**src/lfd_pkg.sv**
```systemverilog
// Shared constants and types for the range-sensor frame deframer.
package lfd_pkg;

    localparam logic [7:0]  HDR_BYTE     = 8'h59;
    localparam logic [3:0]  CSUM_POS     = 4'd8;
    localparam logic [3:0]  POS_DIST_LO  = 4'd2;
    localparam logic [3:0]  POS_DIST_HI  = 4'd3;

    localparam int          ADDR_W       = 3;
    localparam logic        REG_MIN_DIST = 1'b0;
    localparam logic        REG_MAX_DIST = 1'b1;

    localparam logic [15:0] MIN_DIST_RST = 16'd10;
    localparam logic [15:0] MAX_DIST_RST = 16'd1200;

    typedef enum logic [2:0] {
        PH_HUNT = 3'b001,
        PH_HDR2 = 3'b010,
        PH_BODY = 3'b100
    } t_phase;

    typedef struct packed {
        logic [15:0] min_dist;
        logic [15:0] max_dist;
    } t_cfg;

    typedef struct packed {
        logic        valid;
        logic [15:0] dist_cm;
    } t_evt;

endpackage

```
**src/lidar_frame_deframer.sv**
```systemverilog
// Top level of the range-sensor serial frame deframer.
//
//  channel   direction  tdata / data             tuser
//  s_axis    in         [7:0] rx_byte            [0] overrun
//  m_axis    out        [15:0] distance_cm       -
//  apb       in/out     0x0 min_distance, 0x4 max_distance (16 bits each)
//
// One word is taken every cycle while s_axis_tready is high; the parser updates its
// state in the same cycle. A good-checksum frame gives a result after its checksum
// word is taken, through the parser event register, then the clamp/output register.
// Reset (synchronous, active low) restarts the hunt and empties both registers;
// clamp limits return to 10 and 1200.
// s_axis_tready falls only when both the event register and the output register
// hold a result while m_axis_tready is low.
module lidar_frame_deframer (
    input  logic                       i_clk,
    input  logic                       i_rst_n,
    // slave stream
    input  logic                       s_axis_tvalid,
    output logic                       s_axis_tready,
    input  logic [7:0]                 s_axis_tdata,   // [7:0] rx_byte
    input  logic [0:0]                 s_axis_tuser,   // [0] overrun
    // master stream
    output logic                       m_axis_tvalid,
    input  logic                       m_axis_tready,
    output logic [15:0]                m_axis_tdata,   // [15:0] distance_cm
    // configuration
    input  logic                       psel,
    input  logic                       penable,
    input  logic                       pwrite,
    input  logic [lfd_pkg::ADDR_W-1:0] paddr,
    input  logic [31:0]                pwdata,
    output logic [31:0]                prdata,
    output logic                       pready
);
    import lfd_pkg::*;

    t_cfg cfg;
    t_evt evt;
    logic evt_ready;
    logic in_accept;

    // Hold the input only while a finished event cannot move on.
    assign s_axis_tready = !evt.valid || evt_ready;
    assign in_accept     = s_axis_tvalid && s_axis_tready;

    lfd_apb_regs u_regs (
        .i_clk   (i_clk),
        .i_rst_n (i_rst_n),
        .psel    (psel),
        .penable (penable),
        .pwrite  (pwrite),
        .paddr   (paddr),
        .pwdata  (pwdata),
        .prdata  (prdata),
        .pready  (pready),
        .o_cfg   (cfg)
    );

    lfd_parser u_parser (
        .i_clk       (i_clk),
        .i_rst_n     (i_rst_n),
        .i_accept    (in_accept),
        .i_byte      (s_axis_tdata),
        .i_overrun   (s_axis_tuser[0]),
        .i_evt_ready (evt_ready),
        .o_evt       (evt)
    );

    lfd_clamp_out u_out (
        .i_clk       (i_clk),
        .i_rst_n     (i_rst_n),
        .i_cfg       (cfg),
        .i_evt       (evt),
        .o_evt_ready (evt_ready),
        .o_valid     (m_axis_tvalid),
        .i_ready     (m_axis_tready),
        .o_dist      (m_axis_tdata)
    );

endmodule

```
**src/lfd_apb_regs.sv**
```systemverilog
// APB register file holding the distance clamp limits.
module lfd_apb_regs (
    input  logic                       i_clk,
    input  logic                       i_rst_n,
    input  logic                       psel,
    input  logic                       penable,
    input  logic                       pwrite,
    input  logic [lfd_pkg::ADDR_W-1:0] paddr,
    input  logic [31:0]                pwdata,
    output logic [31:0]                prdata,
    output logic                       pready,
    output lfd_pkg::t_cfg              o_cfg
);
    import lfd_pkg::*;

    logic [15:0] r_min_dist;
    logic [15:0] r_max_dist;
    logic        wr_en;

    assign pready = 1'b1;
    assign wr_en  = psel && penable && pwrite && pready;

    always_ff @(posedge i_clk) begin
        if (!i_rst_n) begin
            r_min_dist <= MIN_DIST_RST;
            r_max_dist <= MAX_DIST_RST;
        end else if (wr_en) begin
            if (paddr[2] == REG_MIN_DIST) begin
                r_min_dist <= pwdata[15:0];
            end else begin
                r_max_dist <= pwdata[15:0];
            end
        end
    end

    // Low address bits are don't-care: registers sit on word boundaries.
    always_comb begin
        if (paddr[2] == REG_MIN_DIST) begin
            prdata = {16'd0, r_min_dist};
        end else begin
            prdata = {16'd0, r_max_dist};
        end
    end

    assign o_cfg.min_dist = r_min_dist;
    assign o_cfg.max_dist = r_max_dist;

endmodule

```
**src/lfd_parser.sv**
```systemverilog
// Header hunt, checksum and distance capture; registers a good-frame event.
module lfd_parser (
    input  logic          i_clk,
    input  logic          i_rst_n,
    input  logic          i_accept,
    input  logic [7:0]    i_byte,
    input  logic          i_overrun,
    input  logic          i_evt_ready,
    output lfd_pkg::t_evt o_evt
);
    import lfd_pkg::*;

    t_phase      r_phase, n_phase;
    logic [3:0]  r_pos, n_pos;
    logic [7:0]  r_sum, n_sum;
    logic [7:0]  r_dist_lo, n_dist_lo;
    logic [7:0]  r_dist_hi, n_dist_hi;
    logic        r_evt_valid, n_evt_valid;
    logic [15:0] r_evt_dist, n_evt_dist;
    logic        good;

    always_comb begin
        n_phase     = r_phase;
        n_pos       = r_pos;
        n_sum       = r_sum;
        n_dist_lo   = r_dist_lo;
        n_dist_hi   = r_dist_hi;
        n_evt_dist  = r_evt_dist;
        good        = 1'b0;
        n_evt_valid = r_evt_valid && !i_evt_ready;

        if (i_accept) begin
            if (i_overrun) begin
                // drop the byte and restart the hunt
                n_phase = PH_HUNT;
                n_pos   = 4'd0;
                n_sum   = 8'd0;
            end else begin
                case (r_phase)
                    PH_HDR2: begin
                        if (i_byte == HDR_BYTE) begin
                            n_phase = PH_BODY;
                            n_pos   = POS_DIST_LO;
                            n_sum   = r_sum + i_byte;
                        end else begin
                            n_phase = PH_HUNT;
                            n_pos   = 4'd0;
                            n_sum   = 8'd0;
                        end
                    end
                    PH_BODY: begin
                        if (r_pos < CSUM_POS) begin
                            if (r_pos == POS_DIST_LO) begin
                                n_dist_lo = i_byte;
                            end
                            if (r_pos == POS_DIST_HI) begin
                                n_dist_hi = i_byte;
                            end
                            n_sum = r_sum + i_byte;
                            n_pos = r_pos + 4'd1;
                        end else begin
                            good    = (r_sum == i_byte);
                            n_phase = PH_HUNT;
                            n_pos   = 4'd0;
                            n_sum   = 8'd0;
                        end
                    end
                    default: begin
                        if (i_byte == HDR_BYTE) begin
                            n_phase = PH_HDR2;
                            n_pos   = 4'd1;
                            n_sum   = i_byte;
                        end
                    end
                endcase
            end
        end

        if (good) begin
            n_evt_valid = 1'b1;
            n_evt_dist  = {r_dist_hi, r_dist_lo};
        end
    end

    always_ff @(posedge i_clk) begin
        if (!i_rst_n) begin
            r_phase     <= PH_HUNT;
            r_pos       <= 4'd0;
            r_sum       <= 8'd0;
            r_evt_valid <= 1'b0;
        end else begin
            r_phase     <= n_phase;
            r_pos       <= n_pos;
            r_sum       <= n_sum;
            r_evt_valid <= n_evt_valid;
        end
    end

    always_ff @(posedge i_clk) begin
        r_dist_lo  <= n_dist_lo;
        r_dist_hi  <= n_dist_hi;
        r_evt_dist <= n_evt_dist;
    end

    assign o_evt.valid   = r_evt_valid;
    assign o_evt.dist_cm = r_evt_dist;

endmodule

```
**src/lfd_clamp_out.sv**
```systemverilog
// Clamp of the frame distance and the output register of the result stream.
module lfd_clamp_out (
    input  logic          i_clk,
    input  logic          i_rst_n,
    input  lfd_pkg::t_cfg i_cfg,
    input  lfd_pkg::t_evt i_evt,
    output logic          o_evt_ready,
    output logic          o_valid,
    input  logic          i_ready,
    output logic [15:0]   o_dist
);
    import lfd_pkg::*;

    logic        r_valid;
    logic [15:0] r_dist;
    logic [15:0] clamped;

    // Inverted limits: a distance below the lower limit gives the lower limit, any other the upper.
    always_comb begin
        if (i_evt.dist_cm < i_cfg.min_dist) begin
            clamped = i_cfg.min_dist;
        end else if (i_evt.dist_cm > i_cfg.max_dist) begin
            clamped = i_cfg.max_dist;
        end else begin
            clamped = i_evt.dist_cm;
        end
    end

    assign o_evt_ready = !r_valid || i_ready;

    always_ff @(posedge i_clk) begin
        if (!i_rst_n) begin
            r_valid <= 1'b0;
        end else if (o_evt_ready) begin
            r_valid <= i_evt.valid;
        end
    end

    always_ff @(posedge i_clk) begin
        if (o_evt_ready && i_evt.valid) begin
            r_dist <= clamped;
        end
    end

    assign o_valid = r_valid;
    assign o_dist  = r_dist;

endmodule

```
**config.mk**
```make
export PLATFORM = sky130hd
export DESIGN_NAME = lidar_frame_deframer
export DESIGN_NICKNAME = d
export VERILOG_FILES = /design/src/lfd_pkg.sv /design/src/lidar_frame_deframer.sv /design/src/lfd_apb_regs.sv /design/src/lfd_parser.sv /design/src/lfd_clamp_out.sv
export SDC_FILE = /design/constraint.sdc
export NUM_CORES = 1
export LEC_CHECK = 0
export BUFFER_PORTS_ARGS = -buffer_cell sky130_fd_sc_hd__buf_2
export CAP_MARGIN = 25
export CORE_UTILIZATION = 45
export CTS_BUF_LIST = sky130_fd_sc_hd__clkbuf_4 sky130_fd_sc_hd__clkbuf_8 sky130_fd_sc_hd__clkbuf_16
export DETAILED_ROUTE_END_ITERATION = 7
export HOLD_SLACK_MARGIN = 0.15
export PLACE_DENSITY_LB_ADDON = 0.12
export SETUP_SLACK_MARGIN = 0.3
export SYNTH_ARGS = -nofsm -noshare
export SYNTH_HDL_FRONTEND = slang
export SYNTH_SLANG_ARGS = --single-unit
```
**constraint.sdc**
```tcl
create_clock -name i_clk -period 3.24 [get_ports i_clk]
set_clock_uncertainty 0.2 [all_clocks]
set_input_delay 0.162 -clock i_clk [delete_from_list [all_inputs] [get_ports i_clk]]
set_output_delay 0.162 -clock i_clk [all_outputs]
set_load 0.01 [all_outputs]
```
* Yosys cells after proc, flatten, opt, wreduce, memory -nomap -nowiden *
Cells that the tools add are included.

storage, ports and cells
  register bits after elaboration = 97
  input port bits = 51
  output and inout bits = 51

operators by class
  $add $sub $neg = 2
  magnitude comparators = 3
  equality and inequality tests = 7
  multiplexer cells = 23
  bitwise logic cells = 2
  reduce and logical (&&, ||, !) cells = 17

operators with widths
  operator                                            count
  2-to-1 mux 16 bit                                   3
  2-to-1 mux 8 bit                                    4
  > comparator 16 bit                                 1
  less-than comparator 16 bit                         1
  one-hot mux 8 bit (2 select lines)                  1
  2-to-1 mux 3 bit                                    4
  2-to-1 mux 4 bit                                    3
  AND reduction 5 bit                                 2
  adder 8 bit                                         1
  == test 4 x 2 -> 1 bit (second input constant)      2
  == test 8 x 7 -> 1 bit (second input constant)      1
  == test 8 bit                                       1
  one-hot mux 4 bit (2 select lines)                  1
  one-hot mux 3 bit (2 select lines)                  1
  AND reduction 2 bit                                 3
  logical AND 1 bit                                   5
  2-to-1 mux 1 bit                                    5
  adder 4 x 1 -> 4 bit (second input constant)        1
  less-than comparator 4 bit (second input constant)  1
  nonzero test 4 bit                                  1
  == test 3 x 2 -> 1 bit (second input constant)      1
  == test 3 bit (second input constant)               1
  zero test 1 bit                                     3
  inequality test 3 bit (second input constant)       1
  4 further kinds                                     6

* Depth between registers and ports, before layout *
Gate-level depths: netlist of run 1.

  depth in word-level cells = 6
  gate-level depth with buffers = 10

* Cells and area by module *
Synthesis of run 1 repeated with hierarchy kept, for this count alone.

second synthesis, totals
  cells, all modules = 500
  area total of the unflattened synthesis = 5380.2 um^2

modules (own cells, without submodules)
  module                instances  cells each  area each (um^2)  sequential area each (um^2)
  lfd_parser            1          165         2097.0            1281.2
  lfd_clamp_out         1          166         1652.8            500.5
  lfd_apb_regs          1          167         1607.8            640.6
  lidar_frame_deframer  1          2           22.5              0.0

* Worst setup path before layout of run 1 *
No wires, ideal clock.

  kind = register -> register
  start point = register u_parser.r_sum[5]
  end point = register u_parser.r_evt_dist[0] (enable)
  library setup time = 0.412 ns
  data arrival time = 2.246 ns
  required time = 2.628 ns
  slack = 0.382 ns
  stages on the path, launching flop included = 5
  clock period less this slack = 2.858 ns
  cells stage by stage = dfxtp_1 -> ha_1 -> nor4_1 -> nand4_1 -> nor3_1

between the ends
  longest elaborated chain between the ends = 5

RTL lines
  element                   line               source
  start: declaration        lfd_parser.sv:15   logic [7:0] r_sum, n_sum;
  start signal: assignment  lfd_parser.sv:94   r_sum <= n_sum;
  == test 8 bit             lfd_parser.sv:62   good = (r_sum == i_byte);
  2-to-1 mux 1 bit          lfd_parser.sv:52   if (r_pos < CSUM_POS) begin
  2-to-1 mux 1 bit          lfd_parser.sv:39   case (r_phase)
  2-to-1 mux 1 bit          lfd_parser.sv:33   if (i_overrun) begin
  2-to-1 mux 1 bit          lfd_parser.sv:32   if (i_accept) begin
  named net u_parser.good   lfd_parser.sv:20   logic good;
  end signal: assignment    lfd_parser.sv:102  r_evt_dist <= n_evt_dist;
  end: declaration          lfd_parser.sv:19   logic [15:0] r_evt_dist, n_evt_dist;

The timed path passes the listed nets, and every way through them passes these cells.
A chain may end at the register's enable or synchronous reset.

* Final worst setup path of run 1 *
  start point = register u_parser.r_evt_dist[2]
  end point = register u_out.r_dist[2], in the netlist u_out.o_dist[2] (data pin)

between the ends
  longest elaborated chain between the ends = 3
  elaborated cells on any way between the ends = 4
  classes of those cells = 2 x order compare; 2 x mux

RTL lines
  element                     line                 source
  > comparator 16 bit         lfd_clamp_out.sv:22  end else if (i_evt.dist_cm > i_cfg.max_dist) begin
  2-to-1 mux 16 bit           lfd_clamp_out.sv:22
  2-to-1 mux 16 bit (*)       lfd_clamp_out.sv:20  if (i_evt.dist_cm < i_cfg.min_dist) begin
  named net u_out.clamped[2]  lfd_clamp_out.sv:16  logic [15:0] clamped;
  end signal: assignment      lfd_clamp_out.sv:41  r_dist <= clamped;
  end: declaration            lfd_clamp_out.sv:15  logic [15:0] r_dist;

The timed path passes the listed nets; every way through them passes the cells marked *.

==> flow_summary.json, run 1 <==
{
  "status": "finished clean",
  "relSlewSlack": 0.3871,
  "start_util": 0.4690,
  "die_w_um": 109.2,
  "synth_edf_count": 48,
  "vias_per_cell": 5.244,
  "synth_top_area_frac": 0.2786,
  "worst-endpoint-required_ps": 3090,
  "synth_area_leaders": "edfxtp_1 (28%), dfxtp_1 (19%), ha_1 (9.7%), nand2_1 (6.6%), mux2i_1 (6.2%)",
  "setup_violations": 0,
  "setup.worst_path.end_class": "flop",
  "grt.total_usage": 0.2136,
  "final_antenna_net_count": 0,
  "ys_warn_count": 0,
  "drc_errors": 0,
  "worst_pin_slew_ps": 919.3,
  "ys_async_sr_fraction": 0,
  "grt-ovfl-total": 0,
  "diodes": 0,
  "power_density_nw_per_um2": 424.5,
  "path_class": "reg2reg",
  "synth_flop_cell": "dfxtp_1",
  "io_pins": 102,
  "placed_area_um2": 5577,
  "final_net_count": 713,
  "final.setup.tns_ps": 0,
  "grt_max_degree": 42,
  "leakage_nw": 2.538,
  "dp.cells": 722,
  "layout_min_cycle_time_ps": 2686,
  "rsz0062_at_grt": "false",
  "synth_seq_cells": 97,
  "final_cells": 766,
  "tritoncts": "built",
  "antenna_found_initial": 0,
  "area_delta_synth_final_pct": 19.18,
  "drive_above_1_share": 0.1581,
  "numCtsBuffers": 9,
  "netlist_instances": 531,
  "dr.pass1.iters": 4,
  "wl_um": 11600,
  "wl_per_cell_um": 15.15,
  "layout_worst_path_cycle_share": 0.8289,
  "clk_pin_slew_ps": 70,
  "core_area_um2": 11030,
  "htree_levels": 3,
  "cp_max_fo": 16,
  "die_area_um2": 11930,
  "start_kind": "flop",
  "port_buffers": 66,
  "synth_seq_area_share": 0.4682,
  "final-hold-violation-count": 0,
  "cts_resized": 0,
  "num_vias": 4017,
  "hp-class": "reg2reg",
  "hold_buffers": 28,
  "gp_congestion": 0.8686,
  "critPathArrivalTime_ps": 2540,
  "die_h_um": 109.2,
  "final_cell_area_um2": 6166,
  "cts_root_buf": "clkbuf_16",
  "slew_violations": 0,
  "max_freq_ghz": 0.3724,
  "power.total_mw": 2.617,
  "rows": 38,
  "drt_iter0_markers": 149,
  "post-place-ws_ps": 537.6,
  "drv_cap": 0,
  "clk_path_buf_depth": 2,
  "layout_setup_ws_ps": 554.4,
  "syn_area_um2": 5174,
  "place_hpwl_um": 8255,
  "first_global_vias": 3912,
  "synth_top_area_cell": "edfxtp_1",
  "grt_pass1_wl_um": 19010,
  "clock_sinks": 97,
  "synthDistinctLibCells": 50,
  "vdd_drop_max_mv": 0.5371,
  "synth_area_per_cell_um2": 9.743,
  "postCtsSetupRepairBufs": 0,
  "clk-insertion-delay-late_ps": 350
}
## per-stage QoR
stage               hold WS (ps)  utilization
floorplan                  60.87            -
global placement           200.9       0.5056
detailed placement         205.4       0.5056
CTS                        211.0       0.5590
global route               218.4       0.5590
finish                     214.0       0.5590
## routing by layer
| metal | global-route usage | share of wire | routed length [um] | vias up |
|---|---|---|---|---|
| li1 | - | - | - | 2030 |
| met1 | 0.2426 | 0.43 | 4940 | 1879 |
| met2 | 0.3877 | 0.52 | 6014 | 90 |
| met3 | 0.05260 | 0.040 | 462 | 18 |
| met4 | 0.07333 | 0.016 | 187 | 0 |
| met5 | 0 | 0 | 0 | - |
## final timing paths
check | from | to | slack [ps] | cells past startpoint
min | u_parser.r_dist_hi[0]$_DFFE_PP_ | u_parser.r_evt_dist[8]$_DFFE_PP_ | 210 | 0
max | u_parser.r_evt_dist[2]$_DFFE_PP_ | u_out.o_dist[2]$_DFFE_PP_ | 550 | 7
max reg2reg | u_parser.r_evt_dist[2]$_DFFE_PP_ | u_out.o_dist[2]$_DFFE_PP_ | 550 | 7
min reg2reg | u_parser.r_dist_hi[0]$_DFFE_PP_ | u_parser.r_evt_dist[8]$_DFFE_PP_ | 210 | 0
## power by group
part           internal, mW  total [mW]  switching [mW]
Combinational        0.0955       0.223           0.127
Clock                 0.639        1.09           0.449
Sequential             1.29        1.31          0.0122
## final cells by class
class                      instances  area [um^2]
clock inverter                     4        55.05
tap                              140        175.2
timing repair buffer             102        670.6
sequential                        97         2422
inverter                          40        150.1
fill                             997         4865
multi-input combinational        371         2439
clock buffer                      12        254.0
## flip-flops by register name, summed over array words and instances (netlist names)
name                  cells
u_out.o_dist             16
u_out.o_valid             1
u_parser.r_dist_hi        8
u_parser.r_dist_lo        8
u_parser.r_evt_dist      16
u_parser.r_evt_valid      1
u_parser.r_phase          3
u_parser.r_pos            4
u_parser.r_sum            8
u_regs.r_max_dist        16
u_regs.r_min_dist        16
## cells in the mapped netlist, types with 2 or more instances
library cell	instances
nor4_1	4
buf_2	3
edfxtp_1	48
or4_1	3
xor2_1	3
a21o_1	7
mux2i_1	32
nand3b_1	2
a21oi_1	48
o21a_1	2
o21bai_1	2
nor2_1	24
nand2_1	91
o41ai_1	2
clkbuf_1	16
nand3_1	4
nor3_1	4
nand2b_1	4
a31oi_1	2
o211ai_1	10
buf_4	17
nand4bb_1	3
inv_1	40
a22o_1	5
o21ai_0	23
o21ai_1	3
a22oi_1	6
a211oi_1	2
xnor2_1	3
conb_1	2
dfxtp_1	49
nor2b_1	4
ha_1	40
nand4_1	7
## worst max-delay path, cell delays in order, from the launching register on
cell,delay [ps]
edfxtp_1,430
ha_1,320
nand2_1,50
o21ai_0,140
a21oi_1,100
o21ai_1,170
a21o_1,750
mux2i_1,220
## layout by cell type, fill, tap and decap left out, drive strengths merged, types with 5 or more instances in the layout
cell type,instances
ha,40
nand4,8
nor2,24
dfxtp,49
mux2i,32
conb,17
o211ai,10
edfxtp,48
inv,40
clkbuf,12
a21o,7
buf,74
dlygate4sd3,28
nand2,91
o21ai,26
a22oi,6
a21oi,49
a22o,5
## cells by family after synthesis
logic type      Yosys count  synth area share
simple gates            155            0.1374
compound gates          120            0.1461
flops                    97            0.4682
buf+inv                  78           0.07424
fa+ha+maj                41            0.1006
mux                      32           0.06191
xor+xnor                  6           0.01016
other cells               2          0.001452
(Power assumes the default switching activity.)
==> inputs of run 2 (changes only) <==
clock period = 2.6 ns   (was 3.24 ns; I/O delays follow)
==> run 2 against run 1 <==
  * The flow now finishes with violations (setup timing)
  * Non-clock buffer count grew 21
  * Routed wire length up 7.1%
  * Count of clock-buffer cells in the layout shrank 1
  * Register-to-register slack worse by 560 ps
  * Via count increased by 3.6%
  * Critical path type unchanged
==> flow_summary.json, run 2 (synthesis results as in run 1) <==
{
  "layout_common_cells": "nand2_1 (91), buf_2 (66), edfxtp_1 (48), dfxtp_1 (48), a21oi_1 (47)",
  "grt-ovfl-total": 0,
  "num_vias": 4160,
  "diodes": 0,
  "gp_congestion": 0.8741,
  "drv_cap": 0,
  "layout_worst_path_cycle_share": 1.001,
  "first_global_vias": 3926,
  "relSlewSlack": 0.4816,
  "drive_above_1_share": 0.1994,
  "slew_violations": 0,
  "dp.cells": 731,
  "cp_max_fo": 6,
  "crit_chain": "ha_4, nor2b_4, o211ai_1, a2111o_1, a31oi_4, buf_6, mux2i_4, mux2i_1",
  "io_pins": 102,
  "critPathTopFamily": "compound AO/OA/AOI/OAI gates",
  "port_buffers": 66,
  "core_area_um2": 11030,
  "area_delta_synth_final_pct": 24.59,
  "seqCellArea_um2": 2424,
  "clock_sinks": 97,
  "cts_root_buf": "clkbuf_16",
  "die_h_um": 109.2,
  "final_net_count": 734,
  "drt_iter0_markers": 199,
  "setup.worst_path.end_class": "flop",
  "multiInputGateArea_um2": 2539,
  "final_cells": 787,
  "violations": "setup timing",
  "tritoncts": "built",
  "worst-endpoint-required_ps": 2500,
  "status": "finished with violations",
  "critPathSlowestCell": "edfxtp_1",
  "clk-insertion-delay-late_ps": 350,
  "final.setup.tns_ps": -2.613,
  "grt_pass1_wl_um": 19230,
  "final_antenna_net_count": 0,
  "antenna_found_initial": 0,
  "critPathArrivalTime_ps": 2500,
  "start_kind": "flop",
  "power_density_nw_per_um2": 507.5,
  "path_class": "reg2reg",
  "grt.total_usage": 0.2174,
  "place_hpwl_um": 8496,
  "setup_violations": 1,
  "worst_pin_slew_ps": 777.7,
  "drc_errors": 0,
  "vias_per_cell": 5.286,
  "nFillCells": 947,
  "hp-class": "in2reg",
  "cp_slowest_stage_delay_ps": 440,
  "final-hold-violation-count": 0,
  "clk_pin_slew_ps": 60,
  "rows": 38,
  "r2r_setup_slack_ps": -3,
  "htree_levels": 3,
  "die_w_um": 109.2,
  "wl_per_cell_um": 15.79,
  "dr.pass1.iters": 5,
  "clk_path_buf_depth": 2,
  "leakage_nw": 2.669,
  "rsz0062_at_grt": "true",
  "layout_setup_ws_ps": -2.613,
  "die_area_um2": 11930,
  "max_freq_ghz": 0.3842,
  "grt_max_degree": 28,
  "start_util": 0.4690,
  "final_common_cell": "nand2_1",
  "vdd_drop_max_mv": 0.4607,
  "wl_um": 12430,
  "layout_min_cycle_time_ps": 2603,
  "path_buf_inv": 1,
  "numCtsBuffers": 9
}
[run 2: path summary, 6_finish.rpt]
check,start,end,cells past startpoint
worst max-delay path,u_parser.r_evt_dist[1]$_DFFE_PP_,u_out.o_dist[9]$_DFFE_PP_,8
worst min-delay path,penable,u_regs.r_min_dist[5]$_SDFFE_PN0P_,5
worst max register to register,u_parser.r_evt_dist[1]$_DFFE_PP_,u_out.o_dist[9]$_DFFE_PP_,8
worst min register to register,u_parser.r_dist_lo[0]$_DFFE_PP_,u_parser.r_evt_dist[0]$_DFFE_PP_,0
[run 2: power breakdown]
part	switching, mW	total, mW	internal (mW)
logic	0.168	0.296	0.128
registers	0.0154	1.63	1.61
clock network	0.573	1.35	0.775
total	0.756	3.27	2.52
[run 2: per-stage QoR]
stage                     hold slack, ps  power (mW)  worst slack (ps)  instance area (um^2)  utilization
final                              181.5       3.272            -2.613                  6446       0.5844
after global routing               222.5       3.396            -99.50                  6446       0.5844
after CTS                          166.8       3.301             51.78                  6286       0.5699
after detailed placement           179.5       1.911             51.15                  5648       0.5120
after global placement             169.8       1.904             122.4                  5648       0.5120
after floorplan                    28.87       1.836             105.0                  5241            -
[run 2: repair_timing]
item,4_1_cts,5_1_grt
setup endpoints to repair,16,56
hold buffers,31,0
endpoints found under the hold margin,63,0
setup buffers,1,8
cloned,0,0
gates resized for setup,4,16
pin swaps,0,4
[run 2: per-layer routing]
layer | GRT usage | part of all wire | wire [um] | up-vias
met5 | 0 | 0 | 0 | -
met4 | 0.08381 | 0.017 | 206 | 0
met3 | 0.04363 | 0.047 | 580 | 18
met2 | 0.3980 | 0.52 | 6512 | 110
met1 | 0.2465 | 0.41 | 5128 | 1962
li1 | - | - | - | 2070
[run 2: area by class of cell]
cell class                 instances  share of cell area
inverter                          40             0.02329
clock buffer                      11             0.03727
tap                              140             0.02717
sequential                        97              0.3760
timing repair buffer             123              0.1326
multi-input combinational        371              0.3938
clock inverter                     5            0.009899
[run 2: worst min-delay path, cell delays in order]
cell and delay (ps):
buf_2 110, nand3_1 110, nor2_1 170, nand2_1 110, a21oi_1 50
==> inputs of run 3 (changes only) <==
RECOVER_POWER = 100   (was not set)
==> run 3 against run 2 <==
  * Worst hold slack worse by 0.92 ps
  * Power down 0.31%
  * The flow still finishes with violations (setup timing)
  * Sequential share of layout area up 0.56 points
  * Sequential power about the same
  * Non-clock buffer count unchanged
  * Critical path type unchanged
  * Routed wire length up 0.21%
  * Largest cell class unchanged
  * Design area down 1.5%
  * Utilization down 0.86 points
  * Register-to-register slack about the same
  * Critical path depth unchanged
==> flow_summary.json, run 3 (synthesis results as in run 1) <==
{
  "status": "finished with violations",
  "violations": "setup timing",
  "hp-class": "in2reg",
  "area_delta_synth_final_pct": 22.76,
  "final-hold-violation-count": 0,
  "worst-endpoint-required_ps": 2500,
  "setup_violations": 1,
  "io_pins": 102,
  "p_int_mw": 2.508,
  "crit_path_end": "u_out.o_dist[9]$_DFFE_PP_",
  "final_common_cell": "nand2_1",
  "clk_pin_slew_ps": 60,
  "power_density_nw_per_um2": 513.5,
  "leakage_nw": 2.509,
  "vdd_drop_max_mv": 0.4570,
  "final_util": 0.5758,
  "cts_root_buf": "clkbuf_16",
  "slew_violations": 0,
  "startpoint": "u_parser.r_evt_dist[1]$_DFFE_PP_",
  "vias_per_cell": 5.310,
  "critPathSlowestCell": "edfxtp_1",
  "drc_errors": 0,
  "first_global_vias": 3926,
  "setup.worst_path.end_class": "flop",
  "core_area_um2": 11030,
  "final_antenna_net_count": 0,
  "path_buf_inv": 1,
  "layout_min_cycle_time_ps": 2604,
  "start_kind": "flop",
  "p_switching_uw": 753.6,
  "final_net_count": 734,
  "die_w_um": 109.2,
  "layout_setup_ws_ps": -4.272,
  "cp_max_fo": 6,
  "max_freq_ghz": 0.3840,
  "clk_path_buf_depth": 2,
  "critPathTopFamily": "compound AO/OA/AOI/OAI gates",
  "drive_above_1_share": 0.1221,
  "r2r-end": "u_out.o_dist[9]$_DFFE_PP_",
  "num_vias": 4179,
  "worstSetupPathDepth": 8,
  "grt.total_usage": 0.2174,
  "gp_congestion": 0.8741,
  "grt_max_degree": 28,
  "numCtsBuffers": 9,
  "post-place-ws_ps": 51.15,
  "r2r_setup_slack_ps": -4,
  "clk-insertion-delay-late_ps": 350,
  "wl_um": 12450,
  "drt_iter0_markers": 168,
  "crit_chain": "ha_4, nor2b_4, o211ai_1, a2111o_1, a31oi_4, buf_6, mux2i_4, mux2i_1",
  "dr.pass1.iters": 5,
  "layout_worst_path_cycle_share": 1.002,
  "critPathArrivalTime_ps": 2500,
  "cp_slowest_stage_delay_ps": 440,
  "grt-ovfl-total": 0,
  "tritoncts": "built",
  "start_util": 0.4690,
  "grt_pass1_wl_um": 19230,
  "p_seq_frac": 0.499,
  "drv_cap": 0,
  "diodes": 0,
  "nFillCells": 980,
  "worst_pin_slew_ps": 1147,
  "clock_power_share": 0.413,
  "antenna_found_initial": 0,
  "die_area_um2": 11930,
  "r2r_cells": 8,
  "relSlewSlack": 0.2354,
  "htree_levels": 3,
  "power.total_mw": 3.261,
  "clock_sinks": 97,
  "path_class": "reg2reg",
  "switching_share": 0.2311,
  "rsz0062_at_grt": "true",
  "port_buffers": 66,
  "place_hpwl_um": 8496,
  "layout_common_cells": "nand2_1 (91), edfxtp_1 (48), dfxtp_1 (48)",
  "p_comb_frac": 0.088,
  "r2r-start": "u_parser.r_evt_dist[1]$_DFFE_PP_",
  "wl_per_cell_um": 15.82,
  "die_h_um": 109.2,
  "rows": 38
}
==> run 3: cell count changes in the layout (fill, tap and decap cells not counted), sizes merged <==
cell / delta
clkbuf: +50
buf: -50
==> run 3: metal layers <==
layer / GRT usage / part of all wire / vias to the layer above
li1: - / - / 2067
met4: 0.08381 / 0.020 / 0
met3: 0.04363 / 0.046 / 22
met1: 0.2465 / 0.41 / 1969
met2: 0.3980 / 0.52 / 121
met5: 0 / 0 / -
==> run 3: final cells by class <==
class                   count  area [um^2]  share of cell area
well taps                 140        175.2             0.02758
clock buffers              11        240.2             0.03783
flip-flops and latches     97         2424              0.3816
clock inverters             5        63.81             0.01005
inverters                  40        150.1             0.02364
multi-input cells         371         2524              0.3974
repair buffers            123        774.5              0.1219
==> run 3: power groups by stage <==
| stage | Clock [mW] | Sequential [mW] | Combinational (mW) |
|---|---|---|---|
| final | 1.35 | 1.63 | 0.287 |
| after global routing | 1.44 | 1.63 | 0.318 |
| after CTS | 1.39 | 1.63 | 0.287 |
| after detailed placement | 0 | 1.66 | 0.250 |
| after global placement | 0 | 1.66 | 0.244 |
| after floorplan | 0 | 1.66 | 0.181 |
==> run 3: worst min path at each step <==
stage,start,endpoint,slack [ps],depth (start not counted)
floorplan,s_axis_tdata[0],u_parser.r_dist_hi[0]$_DFFE_PP_,30,0
global placement,pwdata[3],u_regs.r_min_dist[3]$_SDFFE_PN1P_,170,3
finish,penable,u_regs.r_min_dist[5]$_SDFFE_PN0P_,180,5
global route,u_parser.r_dist_hi[4]$_DFFE_PP_,u_parser.r_evt_dist[12]$_DFFE_PP_,220,0
CTS,penable,u_regs.r_min_dist[5]$_SDFFE_PN0P_,170,5
detailed placement,pwdata[1],u_regs.r_min_dist[1]$_SDFFE_PN1P_,180,3
==> run 3: tightest hold or removal path: cells and delay by family <==
family / cells / cell delay [ps]
AO/OA/AOI/OAI: 1 / 50
AND/OR/NAND/NOR: 3 / 390
buffers and inverters: 1 / 110
==> run 3: stage by stage <==
stage	hold WS (ps)	instance area (um^2)	std cells	setup TNS, ps
after floorplan	28.87	5241	546	0
after global placement	169.8	5648	731	0
after detailed placement	179.5	5648	731	0
after CTS	166.8	6286	779	0
after global routing	222.5	6351	787	-814.9
final	180.5	6351	787	-4.272
==> run 3: timing repair <==
item,in CTS,in global routing
hold endpoints to repair,63,0
setup buffers,1,8
pin swaps,0,4
setup endpoints to repair,16,56
hold buffers,31,0
resized for setup,4,16
